**src/rtl/jqmm_pkg.sv**
```systemverilog
// Shared types and constants for the joystick quad motor mixer.
`timescale 1ns / 1ps
`default_nettype none

package jqmm_pkg;

   // Operating mode; the encoding is also the status code sent with each result.
   typedef enum logic [1:0] {
      MODE_WAIT = 2'd0,
      MODE_FLY  = 2'd1,
      MODE_EXIT = 2'd2,
      MODE_KILL = 2'd3
   } mode_type;

   typedef enum logic [2:0] {
      ST_IDLE,
      ST_CAL,
      ST_DIV,
      ST_SUM,
      ST_SCALE,
      ST_EMIT
   } state_type;

   // Axis order, which is also the order of the calibration register pairs.
   localparam logic [1:0] AXIS_ROLL   = 2'd0;
   localparam logic [1:0] AXIS_PITCH  = 2'd1;
   localparam logic [1:0] AXIS_YAW    = 2'd2;
   localparam logic [1:0] AXIS_HEIGHT = 2'd3;

   localparam logic [1:0] MOTOR_NORTH = 2'd0;
   localparam logic [1:0] MOTOR_SOUTH = 2'd1;
   localparam logic [1:0] MOTOR_EAST  = 2'd2;
   localparam logic [1:0] MOTOR_WEST  = 2'd3;

   localparam int CSR_INDEX_BITS = 3;
   localparam int LEVEL_BITS     = 8;
   localparam int TENTHS_BITS    = 14;

   localparam logic [LEVEL_BITS-1:0]         LEVEL_MAX  = 8'd255;
   localparam logic signed [TENTHS_BITS-1:0] STICK_MID  = 14'sd127;
   localparam logic signed [TENTHS_BITS-1:0] TENTHS_MAX = 14'sd2550;

   // floor(x / 10) == (x * 6554) >> 16 for every x in 0..2550.
   localparam logic [12:0] RECIP_TEN   = 13'd6554;
   localparam int          RECIP_SHIFT = 16;

endpackage

`default_nettype wire

```
**src/rtl/jqmm_div.sv**
```systemverilog
// Radix-2 restoring divider, one quotient bit per cycle.
`timescale 1ns / 1ps
`default_nettype none

module jqmm_div #(
   parameter int DIVIDEND_BITS = 18,
   parameter int DIVISOR_BITS  = 10
) (
   input  logic                     clock,
   input  logic                     reset,
   input  logic                     start,
   input  logic [DIVIDEND_BITS-1:0] dividend,
   input  logic [DIVISOR_BITS-1:0]  divisor,
   output logic                     done,
   output logic [DIVIDEND_BITS-1:0] quotient,
   output logic [DIVISOR_BITS-1:0]  remainder
);

   localparam int CNT_BITS = (DIVIDEND_BITS > 1) ? $clog2(DIVIDEND_BITS) : 1;

   logic                     busy_ff, busy_in;
   logic                     done_ff, done_in;
   logic [CNT_BITS-1:0]      cnt_ff, cnt_in;
   logic [DIVIDEND_BITS-1:0] quo_ff, quo_in;
   logic [DIVISOR_BITS-1:0]  rem_ff, rem_in;
   logic [DIVISOR_BITS-1:0]  den_ff, den_in;
   logic [DIVISOR_BITS:0]    trial;
   logic [DIVISOR_BITS:0]    trial_diff;
   logic                     fits;

   // The partial remainder stays below the divisor, so the trial is one bit wider.
   assign trial      = {rem_ff, quo_ff[DIVIDEND_BITS-1]};
   assign trial_diff = trial - {1'b0, den_ff};
   assign fits       = (trial >= {1'b0, den_ff});

   always_comb begin
      busy_in = busy_ff;
      done_in = 1'b0;
      cnt_in  = cnt_ff;
      quo_in  = quo_ff;
      rem_in  = rem_ff;
      den_in  = den_ff;
      if (start) begin
         busy_in = 1'b1;
         cnt_in  = CNT_BITS'(DIVIDEND_BITS - 1);
         quo_in  = dividend;
         rem_in  = '0;
         den_in  = divisor;
      end else if (busy_ff) begin
         rem_in = fits ? trial_diff[DIVISOR_BITS-1:0] : trial[DIVISOR_BITS-1:0];
         quo_in = {quo_ff[DIVIDEND_BITS-2:0], fits};
         if (cnt_ff == '0) begin
            busy_in = 1'b0;
            done_in = 1'b1;
         end else begin
            cnt_in = cnt_ff - 1'b1;
         end
      end
   end

   always_ff @(posedge clock) begin
      if (reset) begin
         busy_ff <= 1'b0;
         done_ff <= 1'b0;
      end else begin
         busy_ff <= busy_in;
         done_ff <= done_in;
      end
      cnt_ff <= cnt_in;
      quo_ff <= quo_in;
      rem_ff <= rem_in;
      den_ff <= den_in;
   end

   assign done      = done_ff;
   assign quotient  = quo_ff;
   assign remainder = rem_ff;

endmodule

`default_nettype wire

```
**src/rtl/joystick_quad_motor_mixer_unit.sv**
```systemverilog
// Top level of the joystick quad motor mixer: sequencer, calibration and mixing.
`timescale 1ns / 1ps
`default_nettype none

// Channel   Ports                                                           Direction
// request   req_valid, req_ready, req_raw_*, req_exit_toggle, req_kill_button   in
// result    rsp_valid, rsp_ready, rsp_motor_*, rsp_status, rsp_last           out
// config    csr_we, csr_index, csr_wdata                                      in, write only
//
// A flying-mode request runs its four axes in turn through one restoring divider, then
// mixes with a sum and a scaling step per motor. An empty span or a reading below its
// minimum skips the divider. Other modes send a zeroed result without mixing. Reset is
// synchronous and restores the waiting mode and the default calibration. req_ready is high
// only while idle; a stalled result holds the block.

module joystick_quad_motor_mixer_unit #(
   parameter int RAW_BITS = 10
) (
   input  logic                                clock,
   input  logic                                reset,
   // request channel
   input  logic                                req_valid,
   output logic                                req_ready,
   input  logic [RAW_BITS-1:0]                 req_raw_roll,
   input  logic [RAW_BITS-1:0]                 req_raw_pitch,
   input  logic [RAW_BITS-1:0]                 req_raw_yaw,
   input  logic [RAW_BITS-1:0]                 req_raw_height,
   input  logic                                req_exit_toggle,
   input  logic                                req_kill_button,
   // result channel
   output logic                                rsp_valid,
   input  logic                                rsp_ready,
   output logic [7:0]                          rsp_motor_north,
   output logic [7:0]                          rsp_motor_south,
   output logic [7:0]                          rsp_motor_east,
   output logic [7:0]                          rsp_motor_west,
   output logic [1:0]                          rsp_status,
   output logic                                rsp_last,
   // calibration write port
   input  logic                                csr_we,
   input  logic [jqmm_pkg::CSR_INDEX_BITS-1:0] csr_index,
   input  logic [RAW_BITS-1:0]                 csr_wdata
);

   import jqmm_pkg::*;

   localparam int NUM_BITS = RAW_BITS + 8;

   // Control state.
   state_type state_ff, state_in;
   mode_type  mode_ff, mode_in;
   logic      pend_ff, pend_in;
   logic [1:0] axis_ff, axis_in;
   logic [1:0] motor_ff, motor_in;
   logic       second_ff, second_in;

   // Calibration registers, one minimum and one maximum per axis.
   logic [RAW_BITS-1:0] lo_ff [4];
   logic [RAW_BITS-1:0] lo_in [4];
   logic [RAW_BITS-1:0] hi_ff [4];
   logic [RAW_BITS-1:0] hi_in [4];

   // Captured request and working values.
   logic [RAW_BITS-1:0]   raw_ff [4];
   logic [RAW_BITS-1:0]   raw_in [4];
   logic [LEVEL_BITS-1:0] cal_ff [4];
   logic [LEVEL_BITS-1:0] cal_in [4];
   logic                  tog_ff, tog_in;
   logic                  kill_ff, kill_in;
   logic signed [TENTHS_BITS-1:0] tenths_ff, tenths_in;
   mode_type              second_status_ff, second_status_in;

   // Result register.
   logic [LEVEL_BITS-1:0] north_ff, north_in;
   logic [LEVEL_BITS-1:0] south_ff, south_in;
   logic [LEVEL_BITS-1:0] east_ff, east_in;
   logic [LEVEL_BITS-1:0] west_ff, west_in;
   mode_type              status_ff, status_in;
   logic                  last_ff, last_in;

   // Calibration datapath.
   logic [RAW_BITS-1:0] sel_raw, sel_lo, sel_hi, span, offset;
   logic [NUM_BITS-1:0] offset_ext, scaled;
   logic                inverted;
   logic                div_start, div_done;
   logic [NUM_BITS-1:0] div_quo;
   logic [RAW_BITS-1:0] div_rem;
   logic [NUM_BITS:0]   quo_ceil;
   logic [LEVEL_BITS-1:0] div_level;

   // Mixing datapath.
   logic signed [TENTHS_BITS-1:0] thr10, pitch_term, roll_term, yaw_term, mix_term;
   logic signed [TENTHS_BITS-1:0] pitch_dev, roll_dev, yaw_dev;
   logic [24:0]                   recip_prod;
   logic [LEVEL_BITS-1:0]         level;

   assign sel_raw    = raw_ff[axis_ff];
   assign sel_lo     = lo_ff[axis_ff];
   assign sel_hi     = hi_ff[axis_ff];
   assign inverted   = (axis_ff == AXIS_PITCH) || (axis_ff == AXIS_HEIGHT);
   assign span       = sel_hi - sel_lo;
   assign offset     = sel_raw - sel_lo;
   assign offset_ext = NUM_BITS'(offset);
   // (raw - min) * 255 done as a shift and a subtract.
   assign scaled     = (offset_ext << 8) - offset_ext;

   jqmm_div #(
      .DIVIDEND_BITS(NUM_BITS),
      .DIVISOR_BITS (RAW_BITS)
   ) u_div (
      .clock    (clock),
      .reset    (reset),
      .start    (div_start),
      .dividend (scaled),
      .divisor  (span),
      .done     (div_done),
      .quotient (div_quo),
      .remainder(div_rem)
   );

   // Inverted axes round the quotient up before subtracting from full scale.
   assign quo_ceil = {1'b0, div_quo} + (NUM_BITS + 1)'(div_rem != '0);

   always_comb begin
      if (!inverted) begin
         div_level = (div_quo > NUM_BITS'(LEVEL_MAX)) ? LEVEL_MAX : div_quo[LEVEL_BITS-1:0];
      end else if (quo_ceil >= (NUM_BITS + 1)'(LEVEL_MAX)) begin
         div_level = '0;
      end else begin
         div_level = LEVEL_MAX - quo_ceil[LEVEL_BITS-1:0];
      end
   end

   // Terms of the plus-layout mix, all in tenths of a motor step.
   assign thr10      = (TENTHS_BITS'(cal_ff[AXIS_HEIGHT]) <<< 3)
                     + (TENTHS_BITS'(cal_ff[AXIS_HEIGHT]) <<< 1);
   assign pitch_dev  = STICK_MID - $signed(TENTHS_BITS'(cal_ff[AXIS_PITCH]));
   assign roll_dev   = STICK_MID - $signed(TENTHS_BITS'(cal_ff[AXIS_ROLL]));
   assign yaw_dev    = STICK_MID - $signed(TENTHS_BITS'(cal_ff[AXIS_YAW]));
   assign pitch_term = (pitch_dev <<< 2) + pitch_dev;
   assign roll_term  = (roll_dev <<< 2) + roll_dev;
   assign yaw_term   = (yaw_dev <<< 3) + yaw_dev;

   always_comb begin
      case (motor_ff)
         MOTOR_NORTH: mix_term = pitch_term + yaw_term;
         MOTOR_SOUTH: mix_term = yaw_term - pitch_term;
         MOTOR_EAST:  mix_term = roll_term - yaw_term;
         MOTOR_WEST:  mix_term = -roll_term - yaw_term;
         default:     mix_term = '0;
      endcase
   end

   // Divide the clamped sum by ten with a reciprocal multiply.
   assign recip_prod = tenths_ff[11:0] * RECIP_TEN;

   always_comb begin
      if (tenths_ff < 0) begin
         level = '0;
      end else if (tenths_ff > TENTHS_MAX) begin
         level = LEVEL_MAX;
      end else begin
         level = recip_prod[RECIP_SHIFT+LEVEL_BITS-1:RECIP_SHIFT];
      end
   end

   // Sequencer: next state and all register updates.
   always_comb begin
      state_in         = state_ff;
      mode_in          = mode_ff;
      pend_in          = pend_ff;
      axis_in          = axis_ff;
      motor_in         = motor_ff;
      second_in        = second_ff;
      lo_in            = lo_ff;
      hi_in            = hi_ff;
      raw_in           = raw_ff;
      cal_in           = cal_ff;
      tog_in           = tog_ff;
      kill_in          = kill_ff;
      tenths_in        = tenths_ff;
      second_status_in = second_status_ff;
      north_in         = north_ff;
      south_in         = south_ff;
      east_in          = east_ff;
      west_in          = west_ff;
      status_in        = status_ff;
      last_in          = last_ff;
      div_start        = 1'b0;

      if (csr_we) begin
         if (csr_index[0]) begin
            hi_in[csr_index[2:1]] = csr_wdata;
         end else begin
            lo_in[csr_index[2:1]] = csr_wdata;
         end
      end

      case (state_ff)
         ST_IDLE: begin
            if (req_valid) begin
               if (mode_ff == MODE_FLY) begin
                  raw_in[AXIS_ROLL]   = req_raw_roll;
                  raw_in[AXIS_PITCH]  = req_raw_pitch;
                  raw_in[AXIS_YAW]    = req_raw_yaw;
                  raw_in[AXIS_HEIGHT] = req_raw_height;
                  tog_in              = req_exit_toggle;
                  kill_in             = req_kill_button;
                  axis_in             = AXIS_ROLL;
                  state_in            = ST_CAL;
               end else begin
                  north_in  = '0;
                  south_in  = '0;
                  east_in   = '0;
                  west_in   = '0;
                  status_in = mode_ff;
                  last_in   = 1'b1;
                  second_in = 1'b0;
                  state_in  = ST_EMIT;
                  if ((mode_ff == MODE_WAIT) && !req_exit_toggle) begin
                     mode_in = MODE_FLY;
                  end
               end
            end
         end

         ST_CAL: begin
            if (sel_hi <= sel_lo) begin
               cal_in[axis_ff] = '0;
            end else if (sel_raw < sel_lo) begin
               cal_in[axis_ff] = inverted ? LEVEL_MAX : '0;
            end else begin
               div_start = 1'b1;
               state_in  = ST_DIV;
            end
            if (state_in == ST_CAL) begin
               if (axis_ff == AXIS_HEIGHT) begin
                  motor_in = MOTOR_NORTH;
                  state_in = ST_SUM;
               end else begin
                  axis_in = axis_ff + 1'b1;
               end
            end
         end

         ST_DIV: begin
            if (div_done) begin
               cal_in[axis_ff] = div_level;
               if (axis_ff == AXIS_HEIGHT) begin
                  motor_in = MOTOR_NORTH;
                  state_in = ST_SUM;
               end else begin
                  axis_in  = axis_ff + 1'b1;
                  state_in = ST_CAL;
               end
            end
         end

         ST_SUM: begin
            tenths_in = thr10 + mix_term;
            state_in  = ST_SCALE;
         end

         ST_SCALE: begin
            case (motor_ff)
               MOTOR_NORTH: north_in = level;
               MOTOR_SOUTH: south_in = level;
               MOTOR_EAST:  east_in  = level;
               MOTOR_WEST:  west_in  = level;
               default:     north_in = level;
            endcase
            if (motor_ff == MOTOR_WEST) begin
               status_in = MODE_FLY;
               state_in  = ST_EMIT;
               if (pend_ff) begin
                  // Exit was asked for on the previous request: one more mixed
                  // result, then the zeroed exit result.
                  last_in          = 1'b0;
                  second_in        = 1'b1;
                  second_status_in = MODE_EXIT;
                  mode_in          = MODE_EXIT;
                  pend_in          = 1'b0;
               end else if (kill_ff) begin
                  last_in          = 1'b0;
                  second_in        = 1'b1;
                  second_status_in = MODE_KILL;
                  mode_in          = MODE_KILL;
                  pend_in          = 1'b0;
               end else begin
                  last_in   = 1'b1;
                  second_in = 1'b0;
                  pend_in   = tog_ff;
               end
            end else begin
               motor_in = motor_ff + 1'b1;
               state_in = ST_SUM;
            end
         end

         ST_EMIT: begin
            if (rsp_ready) begin
               if (second_ff) begin
                  north_in  = '0;
                  south_in  = '0;
                  east_in   = '0;
                  west_in   = '0;
                  status_in = second_status_ff;
                  last_in   = 1'b1;
                  second_in = 1'b0;
               end else begin
                  state_in = ST_IDLE;
               end
            end
         end

         default: begin
            state_in = ST_IDLE;
         end
      endcase
   end

   always_ff @(posedge clock) begin
      if (reset) begin
         state_ff  <= ST_IDLE;
         mode_ff   <= MODE_WAIT;
         pend_ff   <= 1'b0;
         second_ff <= 1'b0;
         for (int i = 0; i < 4; i++) begin
            lo_ff[i] <= '0;
            hi_ff[i] <= '1;
         end
      end else begin
         state_ff  <= state_in;
         mode_ff   <= mode_in;
         pend_ff   <= pend_in;
         second_ff <= second_in;
         lo_ff     <= lo_in;
         hi_ff     <= hi_in;
      end
      axis_ff          <= axis_in;
      motor_ff         <= motor_in;
      raw_ff           <= raw_in;
      cal_ff           <= cal_in;
      tog_ff           <= tog_in;
      kill_ff          <= kill_in;
      tenths_ff        <= tenths_in;
      second_status_ff <= second_status_in;
      north_ff         <= north_in;
      south_ff         <= south_in;
      east_ff          <= east_in;
      west_ff          <= west_in;
      status_ff        <= status_in;
      last_ff          <= last_in;
   end

   assign req_ready       = (state_ff == ST_IDLE);
   assign rsp_valid       = (state_ff == ST_EMIT);
   assign rsp_motor_north = north_ff;
   assign rsp_motor_south = south_ff;
   assign rsp_motor_east  = east_ff;
   assign rsp_motor_west  = west_ff;
   assign rsp_status      = status_ff;
   assign rsp_last        = last_ff;

endmodule

`default_nettype wire
```
**config.mk**
```make
export PLATFORM = sky130hd
export DESIGN_NAME = joystick_quad_motor_mixer_unit
export DESIGN_NICKNAME = d
export VERILOG_FILES = /design/src/rtl/jqmm_pkg.sv /design/src/rtl/jqmm_div.sv /design/src/rtl/joystick_quad_motor_mixer_unit.sv
export SDC_FILE = /design/constraint.sdc
export NUM_CORES = 1
export LEC_CHECK = 0
export BUFFER_PORTS_ARGS = -buffer_cell sky130_fd_sc_hd__buf_4
export CAP_MARGIN = 5
export CORE_MARGIN = 2
export CORE_UTILIZATION = 55
export DETAILED_ROUTE_END_ITERATION = 12
export PLACE_DENSITY_LB_ADDON = 0.25
export REMOVE_ABC_BUFFERS = 1
export SYNTH_ARGS = -nofsm -noshare
export SYNTH_HDL_FRONTEND = slang
export SYNTH_SLANG_ARGS = --single-unit
```
**constraint.sdc**
```tcl
create_clock -name clock -period 13.9 [get_ports clock]
set_input_delay 0.695 -clock clock [delete_from_list [all_inputs] [get_ports clock]]
set_output_delay 0.695 -clock clock [all_outputs]
set_load 0.01 [all_outputs]
```
# [Word-level counts from Yosys, hierarchy flattened]
# Cells that the tools add are included.
[classes] addsub=22 n_mul=1 div=0 magnitude_cmp=11 n_eq_ne=28 shifts=0 n_mux=104 n_bitwise=7 reduce_logical=34
[ops] operator="8-bit 2-to-1 mux" n=15
[ops] operator="32-bit 2-to-1 mux" n=3
[ops] operator="8-bit case mux with 3 select lines" n=4
[ops] operator="40-bit bitwise mux" n=2
[ops] operator="10-bit 2-to-1 mux" n=8
[ops] operator="32-bit bitwise mux" n=2
[ops] operator="32-bit case mux with 2 select lines" n=1
[ops] operator="10-bit binary-select mux with 2-bit select" n=3
[ops] operator="14-bit case mux with 4 select lines" n=1
[ops] operator="2-bit 2-to-1 mux" n=21
[ops] operator="11-bit by 9-bit adder with 12-bit output" n=3
[ops] operator="18-bit 2-to-1 mux" n=2
[ops] operator="3-bit 2-to-1 mux" n=11
[ops] operator="32-bit bitwise AND" n=1
[ops] operator="32-bit NOT" n=1
[ops] operator="6-bit AND reduction" n=5
[ops] operator="10-bit subtractor" n=3
[ops] operator="7-bit by 8-bit subtractor with 9-bit output (first input constant)" n=3
[ops] operator="12-bit by 12-bit multiplier with 23-bit output (second input constant)" n=1
[ops] operator="1-bit 2-to-1 mux" n=22
[ops] operator="10-bit demux with 2-bit select" n=1
[ops] operator="18-bit by 1-bit adder with 19-bit output" n=1
[ops] operator="19-bit by 8-bit >= comparator with 1-bit output (second input constant)" n=1
[ops] operator="18-bit by 8-bit greater-than comparator with 1-bit output (second input constant)" n=1
[ops] operator="other kinds (47)" n=91
[totals] reg_bits=260 latchBits=0 mem_bits_rw=0 rom_bits=0 input_bits=60 output_inout_bits=37 wordCells=245 mem_count=0

# [Longest topological paths before layout]
# Gate-level depths: netlist of run 1.
[logic_depth] word_depth=11 depth_mapped=24 mapped_depth_nobuf=24

# [Hierarchy]
# Synthesis of run 1 repeated with hierarchy kept, for this count alone.
[hier_totals] hier_cells=1893 area_unflattened_um2=18662.9
[modules_own_cells] mod="joystick_quad_motor_mixer_unit" instances=1 cells_per_inst=1702 area_per_inst_um2=16435.8 seq_area_each_um2=5585.4
[modules_own_cells] mod="jqmm_div" instances=1 cells_per_inst=191 area_per_inst_um2=2227.1 seq_area_each_um2=1181.1

# [Worst setup path after synthesis of run 1]
# OpenSTA, ideal clock, no wires.
[synth_timing] path_kind="reg-to-reg" startpoint="reg axis_ff[0]" endpoint="reg u_div.quo_ff[17] (netlist: u_div.quotient[17]) (data pin)" setup_time_ps=267 arrival_time_ps=4785 required_ps=13633 path_slack_ps=8848 stages_incl_launch_ff=20 path_buffers=2 period_less_slack_ps=5052 cell_sequence="edfxtp_1 > clkbuf_1 > buf_1 > mux4_2 > ha_1 > nor2b_1 > o21ai_0 > a21boi_0 > o21ai_0 > a21oi_1 > nor4_1 > a311oi_1 > ha_1 > a21oi_1 > nand2_1 > nor2_1 > nand2_1 > nor4_1 > xor2_1 > o21ai_0"
[synth_via] elab_chain_len=9 elab_cells_between_ends=18 cone_classes="2 x add/sub; 2 x order compare; 13 x mux; 1 x bitwise"
[synth_rtl] element="from (decl)" line="joystick_quad_motor_mixer_unit.sv:53" text="logic [1:0] axis_ff, axis_in;"
[synth_rtl] element="from (signal assigned)" line="joystick_quad_motor_mixer_unit.sv:340" text="axis_ff <= axis_in;"
[synth_rtl] element="2-bit NOT with 3-bit output (implied by the code) (*)" line="joystick_quad_motor_mixer_unit.sv:97, joystick_quad_motor_mixer_unit.sv:98, joystick_quad_motor_mixer_unit.sv:99"
[synth_rtl] element="parallel branches: the longest is 7 deep, another holds 18-bit by 10-bit subtractor with 18-bit output"
[synth_rtl] element="18-bit 2-to-1 mux (*)" line="jqmm_div.sv:43" text="if (start) begin"
[synth_rtl] element="net u_div.quo_in[17]" line="jqmm_div.sv:24" text="logic [DIVIDEND_BITS-1:0] quo_ff, quo_in;"
[synth_rtl] element="to (signal assigned)" line="jqmm_div.sv:70" text="quo_ff <= quo_in;"
[synth_rtl] element="to (decl)" line="jqmm_div.sv:24"
# Mark *: on every way through the listed nets, which the timed path passes. The select of a mux whose other input is x is not followed.
# A chain may end at the register's enable or synchronous reset.

# [Worst setup path after layout of run 1]
[layout_timing] startpoint="reg axis_ff[0]" endpoint="reg u_div.quo_ff[16] (netlist: u_div.quotient[16]) (data pin)"
# The elaborated chain is that of the path after synthesis.

==> metrics.md, run 1 <==
| Metric | Value |
|---|---|
| Aggregate negative setup slack | `0 ns` |
| Combinational group share of total power | `63.6%` |
| Gate Count Post-Synth | `1920` |
| Mean number of vias per cell | `5.738` |
| Arrival time reported for the critical path endpoint | `5.72 ns` |
| Core Util, Final | `61.82%` |
| Clock skew after layout | `0.03180 ns` |
| Via count | `14.08k` |
| Core area | `33360 sq um` |
| Unrepaired setup endpoints after global routing | `no` |
| Die Outline Area | `35220 sq um` |
| Skew-Pair Late Insertion Delay | `0.58 ns` |
| Switching power summed over all nets | `0.002456 W` |
| Number of search-and-repair iterations in the first detailed-routing pass | `5` |
| Post-DR wirelength/cell | `17.56 um` |
| Post-CTS Setup Repair Bufs | `0` |
| Post-Place Cells | `2401` |
| Total number of nets in the final design | `2306` |
| Seq/Total Area, Yosys | `36.46%` |
| Maximum resistive drop on vdd | `0.2782 mV` |
| Worst slew margin relative to its limit | `14.90%` |
| Initial Utilization | `55.62%` |
| Nature of the critical path startpoint | `flip-flop` |
| Part of the total power dissipated in sequential elements | `22.3%` |
| Average instance area after synthesis | `9.665 sq um` |
| Io pins | `97` |
| Outcome | `complete, no violations` |
| Wire length of the first global-routing pass | `70120 um` |
| Measured slew at the worst slew-check pin | `1.267 ns` |
| CTS root buffer | `sky130_fd_sc_hd__clkbuf_16` |
| Post-cts gate resize count | `0` |
| CP max FO | `37` |
| Number of buffers added on ports | `96` |
| Final wirelength | `43090 um` |
| Crit path time final | `5.421 ns` |
| Worst Setup End Kind | `flip-flop` |
| Hold Violations, Final | `0` |
| Power per cell area | `267.3 nW/um^2` |
| Post-synthesis register bit count | `260` |
| Number of antenna violations at the first check in global routing | `0` |
| Switching power share of the total | `44.55%` |
| Level count of the clock H-tree | `1` |
| Ant diodes | `0` |
| Cts bufs inserted | `28` |
| CTS tree | `done` |
| Clk network pwr share | `14.1%` |
| Number of unique standard cell types used by synthesis | `67` |
| DRC violations left | `0` |
| Topmost layer with routed signal wires | `met4` |
| Final estimated routing congestion in global placement | `0.9069` |
| Share of the clock period used by the worst path | `39.00%` |
| Die span in x | `187.7 um` |
| Sink Count | `260` |
| Post-synth EDFFs | `156` |
| Remaining global-route overflow | `0` |
| Number of violations reported at the end of detailed-routing iteration 0 | `873` |
| Share of layout cells above drive strength 1 | `10.72%` |
| Reg clk slew, reported paths | `0.06 ns` |
| Area growth, synth to finish | `11.15%` |
| Met1 routed wirelength after detailed routing | `18440 um` |
| Fin. max-slew vios | `0` |
| Cell Area, Synth | `18560 sq um` |
| Total number of placement rows | `67` |
| Int Pwr | `0.003057 W` |
| Number of buffers between clock root and the deepest sink | `3` |
| Critical path class | `reg2reg` |
| Post-cts hold buffer count | `0` |
| Global routing usage summed across all routing layers | `24.34%` |
| FFs w/ async S/R, synth | `0%` |
| Metal2 WL | `21220 um` |
| Lkg Pwr | `8.643 nW` |
| Worst hold path class | `in2reg` |
| Chip Height | `187.7 um` |
| Reg2reg setup slack | `8.48 ns` |
| Number of antenna-violating nets in the routed design | `0` |
| Met3 wire length | `1817 um` |
| Number of global-route vias before repair | `14.15k` |
| Final setup violation count | `0` |
| Pin count of the biggest net entering global routing | `90` |
| Data required, critical path | `14.20 ns` |
| Highest achievable clock rate | `184.5 MHz` |
| HPWL Detailed | `33050 um` |
| Cell Count, Final, Fillers Out | `2454` |
| Number of synthesis warnings | `0` |
| Predominant post-synthesis flop cell | `sky130_fd_sc_hd__edfxtp_1` |
| Overall power of the completed layout | `0.005514 W` |
| Number of max-cap violations | `0` |
==> routing by layer <==
metal  GRT usage, %  vias to the layer above
li1               -                     6913
met5              0                        -
met2          42.76                      363
met3          2.639                       87
met4          8.995                        0
met1          31.04                     6719
==> power groups by stage <==
stage | Combinational [W] | Clock, W | Sequential [W]
2_1_floorplan | 0.00261 | 0 | 0.00125
3_3_place_gp | 0.00337 | 0 | 0.00124
4_1_cts | 0.00351 | 0.000792 | 0.00123
6_report | 0.00350 | 0.000780 | 0.00123
3_5_place_dp | 0.00348 | 0 | 0.00124
5_1_grt | 0.00395 | 0.000821 | 0.00125
==> critical path, cell delays in order (launching register included) <==
cell and delay [ns]:
sky130_fd_sc_hd__edfxtp_1 0.32, sky130_fd_sc_hd__buf_4 0.54, sky130_fd_sc_hd__mux4_2 0.62, sky130_fd_sc_hd__ha_1 0.28
sky130_fd_sc_hd__nor2b_1 0.11, sky130_fd_sc_hd__o21ai_0 0.08, sky130_fd_sc_hd__a21boi_0 0.53, sky130_fd_sc_hd__o21ai_0 0.22
sky130_fd_sc_hd__a21oi_1 0.29, sky130_fd_sc_hd__nor4_1 0.08, sky130_fd_sc_hd__a311oi_1 0.40, sky130_fd_sc_hd__ha_1 0.36
sky130_fd_sc_hd__a21oi_1 0.20, sky130_fd_sc_hd__nand2_1 0.11, sky130_fd_sc_hd__nor2_1 0.33, sky130_fd_sc_hd__nor4b_1 0.40
sky130_fd_sc_hd__xnor2_1 0.17, sky130_fd_sc_hd__o21ai_0 0.08
==> area by class of cell <==
type	count	area, sq um
Sequential cell	260	6766
Multi-Input combinational cell	1381	10750
Fill cell	2845	12740
Clock buffer	37	765.7
Tap cell	448	560.5
Timing Repair Buffer	107	800.8
Clock inverter	15	207.7
Inverter	206	773.2
==> registers in the layout, summed over array words and instances, names as in the netlist, 3 cells and up <==
register and count:
hi_ff 40, lo_ff 40, raw_ff 40, cal_ff 32
u_div.quotient 18, tenths_ff 14, u_div.den_ff 10, u_div.remainder 10
rsp_motor_east 8, rsp_motor_north 8, rsp_motor_south 8, rsp_motor_west 8
u_div.cnt_ff 5, state_ff 3
==> per-stage QoR <==
step	hold WS, ns	worst slack [ns]	instance area (sq um)
after floorplan	0.4214	8.554	18280
after global placement	0.4381	8.674	19650
after detailed placement	0.4444	8.468	19650
after CTS	0.2712	8.474	20620
after global routing	0.2728	7.956	20630
final	0.2936	8.479	20630
==> kinds of logic after synthesis <==
family                   Yosys count  share of synthesized area [%]
AND/OR/NAND/NOR                  526                          13.54
AO/OA/AOI/OAI                    435                          14.91
buffers and inverters            279                          5.650
adder cells (fa/ha/maj)          262                          19.65
flip-flops                       260                          36.46
XOR/XNOR                         115                          5.428
multiplexers                      43                          4.356
==> synthesized netlist by cell type (17+ instances only) <==
cell type,count,area [sq um]
sky130_fd_sc_hd__or2_2,19,118.9
sky130_fd_sc_hd__clkbuf_1,54,202.7
sky130_fd_sc_hd__nor2b_1,50,312.8
sky130_fd_sc_hd__edfxtp_1,156,4684
sky130_fd_sc_hd__o21bai_1,19,142.6
sky130_fd_sc_hd__fa_1,49,980.9
sky130_fd_sc_hd__a21o_1,26,195.2
sky130_fd_sc_hd__xor2_1,40,350.3
sky130_fd_sc_hd__o21ai_0,69,345.3
sky130_fd_sc_hd__a211o_1,36,315.3
sky130_fd_sc_hd__inv_1,205,769.5
sky130_fd_sc_hd__mux4_2,30,675.7
sky130_fd_sc_hd__ha_1,213,2665
sky130_fd_sc_hd__xnor2_1,75,656.9
sky130_fd_sc_hd__nor2_1,111,416.7
sky130_fd_sc_hd__dfxtp_1,104,2082
sky130_fd_sc_hd__nand2_1,197,739.5
sky130_fd_sc_hd__buf_1,18,67.56
sky130_fd_sc_hd__nand2b_1,17,106.4
sky130_fd_sc_hd__nor3_1,25,125.1
sky130_fd_sc_hd__o32ai_1,18,157.7
sky130_fd_sc_hd__a21oi_1,160,800.8
sky130_fd_sc_hd__nand3_1,30,150.1
sky130_fd_sc_hd__o22ai_1,18,112.6
==> worst paths after layout <==
path / startpoint / to / cells after the start
max reg2reg: axis_ff[0] / u_div.quotient[16] / 17
max: axis_ff[0] / u_div.quotient[16] / 17
min: req_raw_height[5] / raw_ff[5] / 1
min reg2reg: lo_ff[19] / lo_ff[19] / 2
==> cell usage in the layout, fill, tap and decap left out, types with 36 or more instances in the layout <==
| master | instances |
|---|---|
| sky130_fd_sc_hd__xnor2_1 | 75 |
| sky130_fd_sc_hd__edfxtp_1 | 156 |
| sky130_fd_sc_hd__dfxtp_1 | 104 |
| sky130_fd_sc_hd__nor2b_1 | 50 |
| sky130_fd_sc_hd__a211o_1 | 36 |
| sky130_fd_sc_hd__a21oi_1 | 160 |
| sky130_fd_sc_hd__ha_1 | 213 |
| sky130_fd_sc_hd__inv_1 | 205 |
| sky130_fd_sc_hd__xor2_1 | 40 |
| sky130_fd_sc_hd__nand2_1 | 197 |
| sky130_fd_sc_hd__fa_1 | 49 |
| sky130_fd_sc_hd__buf_4 | 106 |
| sky130_fd_sc_hd__o21ai_0 | 69 |
| sky130_fd_sc_hd__nor2_1 | 111 |
(Power assumes the default switching activity.)
==> inputs of run 2 (changes only) <==
==> constraint.sdc (replaced) <==
create_clock -name clock -period 5.04 [get_ports clock]
set_input_delay 0.252 -clock clock [delete_from_list [all_inputs] [get_ports clock]]
set_output_delay 0.252 -clock clock [all_outputs]
set_load 0.01 [all_outputs]
==> run 2 against run 1 <==
  * Fmax is 10% higher
  * Sequential power rose to 2.7 times the previous value
  * Total power increased to 2.8 times the previous value
  * Clock power grew to 2.5 times the previous value
  * Final cell count increased by 4.2%
  * Via count increased by 3.7%
  * Worst setup slack worse by 8.4 ns
  * Critical endpoint is now tenths_ff[12]
  * First-iteration DRC count rose by 13%
  * Largest cell class unchanged
  * Non-clock buffer count is 103 higher
==> metrics.md, run 2 (synthesis results as in run 1) <==
| Metric | Value |
|---|---|
| Skew-Pair Late Insertion Delay | `0.57 ns (about the same)` |
| CP max FO | `3 (-92%)` |
| Total number of placement rows | `67 (unchanged)` |
| Depth of the most critical reg-to-reg path | `20 (+3)` |
| Number of buffers added on ports | `96 (unchanged)` |
| Placed Instance Area | `19970 sq um (+1.7%)` |
| Data required, critical path | `5.31 ns (-8.89 ns)` |
| Number of antenna-violating nets in the routed design | `0 (unchanged)` |
| Wire length of the first global-routing pass | `72800 um (+3.8%)` |
| Worst Setup End Kind | `flip-flop` |
| Maximum resistive drop on vdd | `0.5790 mV (+110%)` |
| Remaining global-route overflow | `0 (unchanged)` |
| Total number of nets in the final design | `2409 (+4.5%)` |
| Die span in x | `187.7 um (unchanged)` |
| Fillers | `2676 (-5.9%)` |
| Reg2reg setup slack | `0.13 ns (-8.35 ns)` |
| Chip Height | `187.7 um (unchanged)` |
| Multi-input gate area in the final layout | `10970 sq um (+2.0%)` |
| Io pins | `97 (unchanged)` |
| Crit path max-delay cell type | `sky130_fd_sc_hd__or4_4` |
| Worst slew margin relative to its limit | `36.22% (+21 points)` |
| Final setup violation count | `0 (unchanged)` |
| Clock skew after layout | `0.04925 ns (+0.01744 ns)` |
| Number of search-and-repair iterations in the first detailed-routing pass | `5 (unchanged)` |
| Measured slew at the worst slew-check pin | `0.9532 ns (-0.3136 ns)` |
| Crit path max-delay family | `simple AND/OR/NAND/NOR gates` |
| Outcome | `complete, no violations` |
| Leading cell type in the layout, fill and taps excluded | `sky130_fd_sc_hd__ha_1` |
| Ant diodes | `0 (unchanged)` |
| Cts bufs inserted | `28 (unchanged)` |
| Via count | `14.60k (+3.7%)` |
| Number of global-route vias before repair | `14.74k (+4.2%)` |
| Hold Violations, Final | `0 (unchanged)` |
| Sink Count | `260 (unchanged)` |
| Nature of the critical path startpoint | `flip-flop` |
| Highest achievable clock rate | `203.6 MHz (+10%)` |
| End point of the most critical hold path | `lo_ff[38]` |
| Number of buffers between clock root and the deepest sink | `3 (unchanged)` |
| DRC violations left | `0 (unchanged)` |
| Crit path launch | `cal_ff[18]` |
| Terminus of the critical flop-to-flop path | `tenths_ff[12]` |
| Worst hold path class | `in2reg` |
| Reg clk slew, reported paths | `0.06 ns (about the same)` |
| HPWL Detailed | `33700 um (+2.0%)` |
| Level count of the clock H-tree | `1 (unchanged)` |
| Post-DR wirelength/cell | `17.74 um (+1.0%)` |
| Arrival time reported for the critical path endpoint | `5.18 ns (-0.54 ns)` |
| Fin. max-slew vios | `0 (unchanged)` |
| Startpoint of the worst register-to-register path | `cal_ff[18]` |
| CTS root buffer | `sky130_fd_sc_hd__clkbuf_16` |
| Share of layout cells above drive strength 1 | `14.37% (+3.6 points)` |
| Overall power of the completed layout | `0.01571 W (+180%)` |
| Number of max-cap violations | `0 (unchanged)` |
| Die Outline Area | `35220 sq um (unchanged)` |
| Final estimated routing congestion in global placement | `0.8960 (-1.2%)` |
| CP cell instances | `inv_2 > ha_4 > fa_2 > xor2_4 > or4_4 > nor2b_4 > xnor2_2 > ha_4 > or3_4 > o21bai_4 > a311o_1 > a21oi_2 > xnor2_1 > a22oi_1 > o21ai_1 > ha_1 > or2_4 > a21oi_2 > a31oi_1 > xor2_1` |
| Commonest cells after routing, fill and taps aside | `sky130_fd_sc_hd__ha_1, sky130_fd_sc_hd__inv_1, sky130_fd_sc_hd__nand2_1` |
| Storage element area | `6766 sq um (unchanged)` |
| Pin count of the biggest net entering global routing | `90 (unchanged)` |
| CP bufs+invs | `1 (unchanged)` |
| HP Start | `csr_index[1]` |
| Registers with the most flip-flops | `hi_ff (40), lo_ff (40), raw_ff (40)` |
| Mean number of vias per cell | `5.709 (-0.51%)` |
| Share of the clock period used by the worst path | `97.46% (+58 points)` |
| Hold path depth | `4 (+3)` |
| Maximum cell stage delay along the critical path | `0.53 ns (-0.09 ns)` |
| Number of antenna violations at the first check in global routing | `0 (unchanged)` |
| Lkg Pwr | `9.097 nW (+5.3%)` |
| Unrepaired setup endpoints after global routing | `yes` |
| Global routing usage summed across all routing layers | `25.39% (+1.0 points)` |
| Critical path class | `reg2reg` |
| Number of violations reported at the end of detailed-routing iteration 0 | `985 (+13%)` |
| Core area | `33360 sq um (unchanged)` |
| Final std cell area, no fill | `21690 sq um (+5.1%)` |
| Initial Utilization | `55.62% (unchanged)` |
| Final wirelength | `45360 um (+5.3%)` |
| Power per cell area | `724.5 nW/um^2 (+170%)` |
| Area growth, synth to finish | `16.87%` |
| Crit path time final | `4.912 ns (-0.5095 ns)` |
| CTS tree | `done` |
run 2: cell count changes in the layout (fill, tap and decap cells not counted), sizes merged:
cell	before	now
bufinv	4	0
inv	207	205
buf	107	158
dlygate4sd3	0	52
clkbuf	37	38
clkinvlp	1	2
clkinv	9	13
run 2: layout make-up:
type | count | area share, %
tap | 448 | 2.585
inverter | 206 | 3.565
timing repair buffer | 210 | 7.985
clock buffer | 38 | 3.652
clock inverter | 14 | 0.4442
multi-input combinational | 1381 | 50.57
sequential | 260 | 31.20
run 2: worst max-delay path by stage:
stage	to	cells past startpoint
2_1_floorplan	u_div.quotient[17]	17
3_3_place_gp	tenths_ff[12]	20
3_5_place_dp	tenths_ff[12]	20
4_1_cts	tenths_ff[12]	19
5_1_grt	tenths_ff[12]	21
6_report	tenths_ff[12]	20
run 2: through the flow:
step                       TNS, ns  setup slack [ns]  util [%]  instances  hold WS, ns
final                            0            0.1282     65.00       2557      0.08213
after floorplan             -1.274           -0.3062         -       1847       0.3211
after global routing      -0.08975          -0.04391     65.00       2557      0.09301
after global placement           0            0.1037     59.86       2441       0.4310
after CTS                        0         0.0006595     64.10       2545      0.05853
after detailed placement  -0.07171          -0.07171     59.86       2441       0.4315
run 2: worst min-delay path, stage by stage:
cell,delay [ns]
sky130_fd_sc_hd__buf_4,0.12
sky130_fd_sc_hd__nor3_1,0.11
sky130_fd_sc_hd__nand2_1,0.08
sky130_fd_sc_hd__a21oi_1,0.05
run 2: where the power goes:
part	leakage [nW]	switching, W	internal, W	total (W)
Combinational	6.37	0.00579	0.00458	0.0104
Clock	0.436	0.000861	0.00111	0.00197
Sequential	2.29	0.000366	0.00301	0.00338
run 2: layer usage:
metal | wire length [um] | GRT usage, % | vias up | part of all wire [%]
met5 | 0 | 0 | - | 0
met3 | 1885 | 2.864 | 100 | 4.2
met2 | 22840 | 45.47 | 364 | 50
met1 | 18960 | 31.42 | 6993 | 42
met4 | 1672 | 9.752 | 0 | 3.7
li1 | - | - | 7141 | -
run 2: what timing repair did:
| action | in CTS | in global routing |
|---|---|---|
| hold buffers | 52 | 0 |
| buffers inserted | 0 | 12 |
| endpoints found under the hold margin | 121 | 0 |
| pin swaps | 1 | 26 |
| endpoints found under the setup margin | 1 | 34 |
| resized for setup | 3 | 45 |
